File: src/rtl/core/wmac_pkg.sv
// ----------------------------------------------------------------------------
// wmac_pkg
// shared constants, state type and control structs of the averaging block
// ----------------------------------------------------------------------------
package wmac_pkg;

    localparam int WINDOW_DEPTH = 16;
    localparam int SAMPLE_W     = 12;
    localparam int TDATA_W      = ((SAMPLE_W + 7) / 8) * 8;
    localparam int PTR_W        = $clog2(WINDOW_DEPTH);
    localparam int CNT_W        = $clog2(WINDOW_DEPTH + 1);
    localparam int SUM_W        = $clog2(WINDOW_DEPTH * 4095 + 1);
    localparam int DIV_CNT_W    = $clog2(SUM_W);

    localparam logic [SAMPLE_W-1:0] AVG_MIN = SAMPLE_W'(1);
    localparam logic [SAMPLE_W-1:0] AVG_MAX = SAMPLE_W'(4095);

    typedef enum logic [1:0] {
        S_IDLE,
        S_UPDATE,
        S_DIVIDE,
        S_DONE
    } state_t;

    typedef struct packed {
        logic accept;
        logic update;
        logic div_step;
        logic load_out;
    } ctrl_cmd_t;

    typedef struct packed {
        logic div_last;
        logic out_free;
    } ctrl_status_t;

endpackage

File: src/rtl/core/warmup_moving_average_clamp_top.sv
// ----------------------------------------------------------------------------
// warmup_moving_average_clamp_top
// Moving average of a 12-bit light sensor over the last 16 words. Each input
// word stores its sample in the window and yields one word holding the mean
// of the samples stored so far (up to 16), truncated and clamped to
// 1..4095, so the average is valid from the first sample on. Each item is
// handled in order: update of the window and running sum, the bit-serial
// divider (one quotient bit per cycle over the 16-bit sum), then the load
// of the output register once it is free downstream. A new word is taken
// the cycle after the result is loaded, while that result waits downstream,
// so no new word is taken before the last result is loaded.
// ----------------------------------------------------------------------------
module warmup_moving_average_clamp_top (
    input  logic                         aclk,
    input  logic                         aresetn,
    input  logic                         s_tvalid,
    output logic                         s_tready,
    input  logic [wmac_pkg::TDATA_W-1:0] s_tdata,   // [11:0] sample
    output logic                         m_tvalid,
    input  logic                         m_tready,
    output logic [wmac_pkg::TDATA_W-1:0] m_tdata    // [11:0] average
);

    wmac_pkg::ctrl_cmd_t           cmd;
    wmac_pkg::ctrl_status_t        status;
    logic [wmac_pkg::SAMPLE_W-1:0] average;

    wmac_ctrl u_ctrl (
        .aclk     (aclk),
        .aresetn  (aresetn),
        .s_tvalid (s_tvalid),
        .s_tready (s_tready),
        .status   (status),
        .cmd      (cmd)
    );

    wmac_dpath u_dpath (
        .aclk     (aclk),
        .aresetn  (aresetn),
        .sample   (s_tdata[wmac_pkg::SAMPLE_W-1:0]),
        .cmd      (cmd),
        .status   (status),
        .m_tready (m_tready),
        .m_tvalid (m_tvalid),
        .average  (average)
    );

    assign m_tdata = wmac_pkg::TDATA_W'(average);

endmodule

File: src/rtl/core/wmac_ctrl.sv
// ----------------------------------------------------------------------------
// wmac_ctrl
// sequencer: take a word, update the window, run the divider, hand off result
// ----------------------------------------------------------------------------
module wmac_ctrl (
    input  logic                  aclk,
    input  logic                  aresetn,
    input  logic                  s_tvalid,
    output logic                  s_tready,
    input  wmac_pkg::ctrl_status_t status,
    output wmac_pkg::ctrl_cmd_t    cmd
);

    wmac_pkg::state_t state_reg;
    wmac_pkg::state_t state_next;

    always_ff @(posedge aclk) begin
        if (!aresetn) begin
            state_reg <= wmac_pkg::S_IDLE;
        end else begin
            state_reg <= state_next;
        end
    end

    always_comb begin
        state_next = state_reg;
        unique case (state_reg)
            wmac_pkg::S_IDLE: begin
                if (s_tvalid) begin
                    state_next = wmac_pkg::S_UPDATE;
                end
            end
            wmac_pkg::S_UPDATE: begin
                state_next = wmac_pkg::S_DIVIDE;
            end
            wmac_pkg::S_DIVIDE: begin
                if (status.div_last) begin
                    state_next = wmac_pkg::S_DONE;
                end
            end
            wmac_pkg::S_DONE: begin
                if (status.out_free) begin
                    state_next = wmac_pkg::S_IDLE;
                end
            end
            default: begin
                state_next = wmac_pkg::S_IDLE;
            end
        endcase
    end

    always_comb begin
        s_tready     = 1'b0;
        cmd          = '0;
        unique case (state_reg)
            wmac_pkg::S_IDLE: begin
                s_tready   = 1'b1;
                cmd.accept = s_tvalid;
            end
            wmac_pkg::S_UPDATE: begin
                cmd.update = 1'b1;
            end
            wmac_pkg::S_DIVIDE: begin
                cmd.div_step = 1'b1;
            end
            wmac_pkg::S_DONE: begin
                cmd.load_out = status.out_free;
            end
            default: begin
                s_tready = 1'b0;
            end
        endcase
    end

endmodule

File: src/rtl/core/wmac_dpath.sv
// ----------------------------------------------------------------------------
// wmac_dpath
// sample window, running sum, bit-serial divider, clamp and output register
// ----------------------------------------------------------------------------
module wmac_dpath (
    input  logic                                 aclk,
    input  logic                                 aresetn,
    input  logic [wmac_pkg::SAMPLE_W-1:0]        sample,
    input  wmac_pkg::ctrl_cmd_t                  cmd,
    output wmac_pkg::ctrl_status_t               status,
    input  logic                                 m_tready,
    output logic                                 m_tvalid,
    output logic [wmac_pkg::SAMPLE_W-1:0]        average
);

    logic [wmac_pkg::SAMPLE_W-1:0]  ring_reg [wmac_pkg::WINDOW_DEPTH];
    logic [wmac_pkg::SAMPLE_W-1:0]  sample_reg;
    logic [wmac_pkg::PTR_W-1:0]     wp_reg;
    logic [wmac_pkg::PTR_W-1:0]     wp_next;
    logic [wmac_pkg::CNT_W-1:0]     fill_reg;
    logic [wmac_pkg::CNT_W-1:0]     fill_next;
    logic [wmac_pkg::SUM_W-1:0]     sum_reg;
    logic [wmac_pkg::SUM_W-1:0]     sum_next;

    logic [wmac_pkg::CNT_W-1:0]     rem_reg;
    logic [wmac_pkg::CNT_W-1:0]     rem_next;
    logic [wmac_pkg::CNT_W-1:0]     dvs_reg;
    logic [wmac_pkg::SUM_W-1:0]     quot_reg;
    logic [wmac_pkg::SUM_W-1:0]     quot_next;
    logic [wmac_pkg::DIV_CNT_W-1:0] div_cnt_reg;
    logic [wmac_pkg::CNT_W:0]       shifted;
    logic [wmac_pkg::CNT_W:0]       diff;
    logic                           qbit;

    logic [wmac_pkg::SAMPLE_W-1:0]  clamped;
    logic                           out_valid_reg;
    logic [wmac_pkg::SAMPLE_W-1:0]  out_data_reg;

    // window update
    always_comb begin
        sum_next = sum_reg - wmac_pkg::SUM_W'(ring_reg[wp_reg])
                 + wmac_pkg::SUM_W'(sample_reg);
        if (wp_reg == wmac_pkg::PTR_W'(wmac_pkg::WINDOW_DEPTH - 1)) begin
            wp_next = '0;
        end else begin
            wp_next = wp_reg + wmac_pkg::PTR_W'(1);
        end
        if (fill_reg < wmac_pkg::CNT_W'(wmac_pkg::WINDOW_DEPTH)) begin
            fill_next = fill_reg + wmac_pkg::CNT_W'(1);
        end else begin
            fill_next = fill_reg;
        end
    end

    always_ff @(posedge aclk) begin
        if (!aresetn) begin
            for (int i = 0; i < wmac_pkg::WINDOW_DEPTH; i++) begin
                ring_reg[i] <= '0;
            end
            wp_reg   <= '0;
            fill_reg <= '0;
            sum_reg  <= '0;
        end else if (cmd.update) begin
            ring_reg[wp_reg] <= sample_reg;
            wp_reg           <= wp_next;
            fill_reg         <= fill_next;
            sum_reg          <= sum_next;
        end
    end

    always_ff @(posedge aclk) begin
        if (cmd.accept) begin
            sample_reg <= sample;
        end
    end

    // restoring divider, one quotient bit per cycle
    always_comb begin
        shifted = {rem_reg, quot_reg[wmac_pkg::SUM_W-1]};
        diff    = shifted - {1'b0, dvs_reg};
        qbit    = (shifted >= {1'b0, dvs_reg});
        if (qbit) begin
            rem_next = diff[wmac_pkg::CNT_W-1:0];
        end else begin
            rem_next = shifted[wmac_pkg::CNT_W-1:0];
        end
        quot_next = {quot_reg[wmac_pkg::SUM_W-2:0], qbit};
    end

    always_ff @(posedge aclk) begin
        if (cmd.update) begin
            rem_reg  <= '0;
            quot_reg <= sum_next;
            dvs_reg  <= fill_next;
        end else if (cmd.div_step) begin
            rem_reg  <= rem_next;
            quot_reg <= quot_next;
        end
    end

    always_ff @(posedge aclk) begin
        if (!aresetn) begin
            div_cnt_reg <= '0;
        end else if (cmd.update) begin
            div_cnt_reg <= '0;
        end else if (cmd.div_step) begin
            div_cnt_reg <= div_cnt_reg + wmac_pkg::DIV_CNT_W'(1);
        end
    end

    // clamp to 1..4095
    always_comb begin
        if (|quot_reg[wmac_pkg::SUM_W-1:wmac_pkg::SAMPLE_W]) begin
            clamped = wmac_pkg::AVG_MAX;
        end else if (quot_reg[wmac_pkg::SAMPLE_W-1:0] < wmac_pkg::AVG_MIN) begin
            clamped = wmac_pkg::AVG_MIN;
        end else begin
            clamped = quot_reg[wmac_pkg::SAMPLE_W-1:0];
        end
    end

    // output register
    always_ff @(posedge aclk) begin
        if (!aresetn) begin
            out_valid_reg <= 1'b0;
        end else if (cmd.load_out) begin
            out_valid_reg <= 1'b1;
        end else if (m_tready) begin
            out_valid_reg <= 1'b0;
        end
    end

    always_ff @(posedge aclk) begin
        if (cmd.load_out) begin
            out_data_reg <= clamped;
        end
    end

    assign status.div_last = (div_cnt_reg == wmac_pkg::DIV_CNT_W'(wmac_pkg::SUM_W - 1));
    assign status.out_free = !out_valid_reg || m_tready;
    assign m_tvalid        = out_valid_reg;
    assign average         = out_data_reg;

endmodule

File: config.mk
export PLATFORM = sky130hd
export DESIGN_NAME = warmup_moving_average_clamp_top
export DESIGN_NICKNAME = d
export VERILOG_FILES = /design/src/rtl/core/wmac_pkg.sv /design/src/rtl/core/warmup_moving_average_clamp_top.sv /design/src/rtl/core/wmac_ctrl.sv /design/src/rtl/core/wmac_dpath.sv
export SDC_FILE = /design/constraint.sdc
export NUM_CORES = 1
export LEC_CHECK = 0
export BUFFER_PORTS_ARGS = -buffer_cell sky130_fd_sc_hd__buf_2
export CORE_MARGIN = 3
export CORE_UTILIZATION = 46
export CTS_BUF_LIST = sky130_fd_sc_hd__clkbuf_8 sky130_fd_sc_hd__clkbuf_16
export DETAILED_ROUTE_END_ITERATION = 12
export GPL_TIMING_DRIVEN = 0
export SLEW_MARGIN = 20
export SYNTH_ARGS = -nofsm -noshare
export SYNTH_HDL_FRONTEND = slang
export SYNTH_HIERARCHICAL = 1
export SYNTH_SLANG_ARGS = --single-unit
File: constraint.sdc
create_clock -name aclk -period 5.2 [get_ports aclk]
set_clock_uncertainty 0.05 [all_clocks]
set_input_delay 0.52 -clock aclk [delete_from_list [all_inputs] [get_ports aclk]]
set_output_delay 0.52 -clock aclk [all_outputs]
set_load 0.03 [all_outputs]
==> impl_metrics.yaml, run 1 <==
clock_tree:
  cts_root_buf: "clkbuf_16"
  post_cts_buffers: 0
  cts_tree: "built"
  tritoncts.num_buffers: 31
  clock-sinks: 278
  ctsHtreeMaxLevel: 1
  cts_max_path_buffers: 3
  clkLatencyLatePin_ns: 0.57
  path_clk_slew_ns: 0.06
synthesis:
  synth_ff_type: "edfxtp_1"
  synth_area_leaders: "edfxtp_1 52%, mux4_2 9.9%, and3_1 8.9%, dfxtp_1 6.0%, ha_1 2.8%"
  yosysWarningCount: 6
  synth_top_area_share: 0.521
  seq_area_frac_synth: 0.581
  synth_common_cells: "237 x edfxtp_1, 195 x and3_1, 78 x inv_1"
  yosys.area.top_type: "edfxtp_1"
  ys_async_sr_fraction: 0
  synth.avg_cell_area_um2: 13.1
  synth_area_um2: 13700
  yosysMostFrequentCell: "edfxtp_1"
  synth.distinct_cells: 64
  synthCells: 1044
  ys_ff_latch: 278
  synth_edf_count: 237
die:
  core_um2: 29000
  die_h_um: 178
  ios: 38
  dieArea_um2: 31800
  die_x_um: 178
  rows: 62
  initial_core_util: 0.471
timing:
  finalSetupViolations: 0
  post-route-period-util: 0.933
  fmax_ghz: 0.206
  rsz0062_at_grt: "false"
  slew_viol_final: 0
  finalSetupTns_ns: 0
  fin_crit_ns: 4.85
  worst_slew_pin_slew_ns: 0.917
  relSlewSlack: 0.389
  finalHoldViolCount: 0
finish:
  drive_gt1_frac: 0.152
  seq_area_um2: 7940
  fillCellCount: 2497
  synthToLayoutAreaGrowth_pct: 12.3
  multi_input_area_um2: 5070
  largest_reg_flops: 192
  nets: 1174
  fin_util: 0.529
  n_antenna_cell: 0
route:
  drtIter0Drc: 784
  drc: 0
  wl_per_cell_um: 23.9
  drt-total-wl_mm: 36.4
  vias: 8824
  via_per_inst: 5.81
  first_pass_iters: 5
  antenna_left: 0
worst_setup_path:
  worstRegToRegCells: 12
  cp_data_arrival_time_ns: 5.12
  worstSetupPathType: "reg2reg"
  crit_slowest_cell: "clkbuf_1"
  crit_end: "u_dpath/quot_reg[14]"
  worstPathRequired_ns: 5.47
  rr_endpoint: "u_dpath/quot_reg[14]"
  start_kind: "flop"
  crit_chain: "clkbuf_1 -> mux4_2 -> mux4_2 -> fa_1 -> inv_1 -> fa_1 -> a211oi_1 -> nor2_1 -> o311ai_0 -> nand3_1 -> nor3b_1 -> a21o_1"
  r2r_slack_ns: 0.35
  slowest_delay_ns: 0.69
  endpoint_kind: "flop"
  cp_max_fo: 10
placement:
  place_congestion: 0.844
  portBuffers: 29
  place_hpwl_mm: 25.2
pwr:
  ir_worst_vdd_v: 0.000276
  p_leak_nw: 6.40
  p_per_area_nw_per_um2: 522
grt:
  grt.total_usage: 0.232
  antenna_found_initial: 2
  grt_max_degree: 17
  grt_pass1_vias: 8943
  grt_overflow: 0
  grt_pass1_wl_mm: 54.9
flow_run:
  drv_cap: 0
hold_path:
  hp-class: "in2reg"
  holdPathStages: 1
status:
  status: "complete, no violations"
kinds of logic (layout without fill, tap and decap cells):
family | after synthesis | after routing | synth area share
XOR/XNOR | 17 | 17 | 0.0119
multiplexers | 70 | 70 | 0.106
AO/OA/AOI/OAI | 99 | 99 | 0.0519
AND/OR/NAND/NOR | 369 | 369 | 0.152
flip-flops | 278 | 278 | 0.581
adder cells (fa/ha/maj) | 44 | 44 | 0.0475
other | 1 | 4 | 0.000275
buffers and inverters | 166 | 254 | 0.0489
per-layer routing:
layer  part of all wire  global-route usage  up-vias  wire, um
met5                  0                   0        -         0
met1               0.42               0.320     4449     15200
met2               0.48               0.386      330     17500
li1                   -                   -     3997         -
met3              0.074              0.0366       48      2680
met4              0.026              0.0649        0       928
area by class of cell:
class / count / area share
Buffer: 88 / 0.0246
Tap cell: 384 / 0.0313
Clock inverter: 18 / 0.00775
Multi-Input combinational cell: 603 / 0.330
Sequential cell: 278 / 0.518
Clock buffer: 40 / 0.0587
Timing Repair Buffer: 30 / 0.0104
Inverter: 78 / 0.0191
stage by stage:
stage / hold slack (ns) / setup slack [ns] / area, um^2 / power, mW / instances
final: 0.0736 / 0.346 / 15300 / 8.01 / 1519
after global routing: 0.0541 / 0.129 / 15300 / 8.47 / 1519
after CTS: 0.0519 / 0.187 / 15300 / 8.04 / 1519
after detailed placement: 0.420 / 0.227 / 14300 / 5.89 / 1461
after global placement: 0.413 / 0.215 / 14300 / 5.86 / 1460
after floorplan: 0.402 / 1.14 / 13700 / 5.04 / 1047
report_power, final:
group | internal, mW | leakage [nW] | total, mW | switching, mW
Combinational | 1.12 | 3.12 | 2.94 | 1.82
Sequential | 2.76 | 2.73 | 2.94 | 0.179
Clock | 1.26 | 0.551 | 2.13 | 0.870
Total | 5.14 | 6.40 | 8.01 | 2.86
how the worst min path moves through the flow:
stage / from / end / slack [ns]
6_report: s_tdata[11] / u_dpath/sample_reg[11] / 0.07
5_1_grt: s_tdata[8] / u_dpath/sample_reg[8] / 0.05
4_1_cts: s_tdata[1] / u_dpath/sample_reg[1] / 0.05
3_5_place_dp: u_dpath/sum_reg[2] / u_dpath/sum_reg[2] / 0.42
3_3_place_gp: u_dpath/sum_reg[6] / u_dpath/sum_reg[6] / 0.41
2_1_floorplan: u_dpath/sum_reg[5] / u_dpath/sum_reg[5] / 0.40
critical path: cells and delay by family (launching register included):
| family | cells | cell delay [ns] |
|---|---|---|
| adder cells (fa/ha/maj) | 2 | 0.96 |
| buffers and inverters | 2 | 0.76 |
| multiplexers | 2 | 1.02 |
| AO/OA/AOI/OAI | 3 | 0.96 |
| flip-flops | 1 | 0.39 |
| AND/OR/NAND/NOR | 3 | 0.47 |
repair_timing:
action / in CTS / in global routing
hold buffers: 0 / 0
gates resized for setup: 0 / 2
endpoints found under the setup margin: 0 / 2
cell usage in the layout, fill, tap and decap left out, types with 11 or more instances in the layout:
cell / instances
clkbuf_1: 71
clkbuf_16: 31
inv_1: 90
dfxtp_1: 41
nand3_1: 18
ha_1: 31
and3_1: 195
xnor2_1: 11
o21ai_0: 19
a21oi_1: 14
mux4_2: 60
fa_1: 13
edfxtp_1: 237
buf_2: 35
nand2_1: 64
nor2_1: 35
Note: power is estimated with default switching activity, not from simulation.
==> run 2, diff against run 1 <==
--- a/config.mk
+++ b/config.mk
@@ -6,7 +6,7 @@
 export NUM_CORES = 1
 export LEC_CHECK = 0
 export BUFFER_PORTS_ARGS = -buffer_cell sky130_fd_sc_hd__buf_2
-export CORE_MARGIN = 3
+export CORE_MARGIN = 1.5
 export CORE_UTILIZATION = 46
 export CTS_BUF_LIST = sky130_fd_sc_hd__clkbuf_8 sky130_fd_sc_hd__clkbuf_16
 export DETAILED_ROUTE_END_ITERATION = 12
==> run 2 against run 1 <==
  * Routed wire length down 1.1%
  * Non-clock buffer count unchanged
  * Final area down 0.55%
  * Fmax down 0.17%
  * Sequential share of layout area up 0.28 points
  * Final cell count up 0.13%
  * Via count down 0.48%
  * Clock-buffer cell count down 7
  * Die area down 3.3%
  * Global-route usage up 0.74 points
  * Critical path type unchanged
  * Critical endpoint unchanged
==> impl_metrics.yaml, run 2 (synthesis gave the netlist of run 1 again) <==
clock_tree:
  path_clk_slew_ns: 0.06
  ctsHtreeMaxLevel: 1
  cts_tree: "built"
  clock-sinks: 278
  cts_max_path_buffers: 3
  clkLatencyLatePin_ns: 0.58
  cts_root_buf: "clkbuf_16"
  post_cts_resized: 0
  ctsHoldBuffers: 0
  post_cts_buffers: 0
  tritoncts.num_buffers: 31
finish:
  final_common_cell: "edfxtp_1"
  final_cell_mix: "237 x edfxtp_1, 195 x and3_1, 86 x inv_1"
  fin_util: 0.527
  synthToLayoutAreaGrowth_pct: 11.7
  stdcell_count: 1521
  drive_gt1_frac: 0.147
  nets: 1174
  largest_reg_flops: 192
status:
  status: "complete, no violations"
route:
  via_per_inst: 5.77
  drc: 0
  vias: 8782
  drt-total-wl_mm: 36.0
  drtIter0Drc: 814
  wl_per_cell_um: 23.6
  first_pass_iters: 5
  antenna_left: 0
die:
  dieArea_um2: 30700
  die_x_um: 175
  ios: 38
  initial_core_util: 0.472
  rows: 62
  core_um2: 28900
  die_h_um: 175
grt:
  grt.total_usage: 0.240
  antenna_found_initial: 3
  grt_overflow: 0
  grt_pass1_wl_mm: 54.3
  grt_max_degree: 17
  grt_pass1_vias: 8841
placement:
  place_congestion: 0.859
  dp.cells: 1461
  place_hpwl_mm: 24.8
  portBuffers: 29
timing:
  relSlewSlack: 0.333
  worst_slew_pin_slew_ns: 1.00
  finalHoldViolCount: 0
  rsz0062_at_grt: "false"
  post-route-period-util: 0.935
  fin_crit_ns: 4.86
  fmax_ghz: 0.206
  finalSetupTns_ns: 0
  slew_viol_final: 0
  finalSetupViolations: 0
worst_setup_path:
  crit_slowest_cell: "clkbuf_1"
  worstSetupPathType: "reg2reg"
  worstRegToRegCells: 13
  crit_chain: "clkbuf_1 -> buf_2 -> mux4_2 -> mux4_2 -> fa_1 -> inv_1 -> fa_1 -> a211oi_1 -> nor2_1 -> o311ai_1 -> a21oi_1 -> nor3b_1 -> a21o_1"
  r2r_slack_ns: 0.34
  cp_data_arrival_time_ns: 5.25
  start_kind: "flop"
  cp_max_fo: 10
  endpoint_kind: "flop"
  worstPathRequired_ns: 5.59
  rr_endpoint: "u_dpath/quot_reg[14]"
  slowest_delay_ns: 0.54
hold_path:
  hold_start: "s_tdata[4]"
  hp-class: "in2reg"
  hold_path_end: "u_dpath/sample_reg[4]"
  holdPathStages: 1
pwr:
  p_per_area_nw_per_um2: 514
  power_mw: 7.84
  p_leak_nw: 6.33
  ir_worst_vdd_v: 0.000271
flow_run:
  drv_cap: 0
-- run 2: cell types whose count changed in the layout (fill, tap and decap cells not counted), sizes merged --
cell / previous run / this run
inv: 92 / 87
clkinvlp: 0 / 3
clkbuf: 112 / 105
bufinv: 1 / 0
diode: 0 / 2
clkinv: 3 / 13
-- run 2: area by class of cell --
cell class	instances	area (um^2)
diodes	2	5.00
plain buffers	88	375
clock buffers	33	803
clock inverters	25	128
fillers	2453	13700
inverters	78	293
multi-input cells	603	5070
flip-flops and latches	278	7940
well taps	384	480
repair buffers	30	160
-- run 2: power by group --
group | internal, mW | total, mW | switching (mW) | leakage (nW)
sequential | 2.76 | 2.92 | 0.168 | 2.73
combinational | 1.12 | 2.91 | 1.79 | 3.12
clock | 1.11 | 2.01 | 0.896 | 0.481
-- run 2: layer usage --
metal  vias up  track usage  wire length, um
li1       4001            -                -
met1      4362        0.308            14400
met2       335        0.403            17400
met3        84       0.0318             2250
met4         0        0.116             1990
met5         -            0                0
-- run 2: worst max-delay path by stage --
stage / depth (start not counted) / startpoint / endpoint / slack [ns]
2_1_floorplan: 13 / flop / u_dpath/quot_reg[12] / 1.14
3_3_place_gp: 13 / flop / u_dpath/quot_reg[14] / 0.27
3_5_place_dp: 13 / flop / u_dpath/quot_reg[14] / 0.24
4_1_cts: 13 / flop / u_dpath/quot_reg[14] / 0.21
5_1_grt: 13 / flop / u_dpath/quot_reg[14] / 0.08
6_report: 13 / flop / u_dpath/quot_reg[14] / 0.34
-- run 2: per-stage QoR --
stage          hold WS, ns  worst slack [ns]  cell area (um^2)
6_report            0.0583             0.338             15200
5_1_grt             0.0521            0.0761             15200
4_1_cts             0.0524             0.206             15200
3_5_place_dp         0.421             0.241             14300
3_3_place_gp         0.413             0.266             14300
2_1_floorplan        0.402              1.14             13700
-- run 2: critical path, delay by kind of cell, from the launching register on --
| family | cells | cell delay, ns |
|---|---|---|
| buffers and inverters | 3 | 1.00 |
| adder cells (fa/ha/maj) | 2 | 0.95 |
| AO/OA/AOI/OAI | 4 | 0.95 |
| multiplexers | 2 | 0.93 |
| AND/OR/NAND/NOR | 2 | 0.48 |
| flip-flops | 1 | 0.35 |
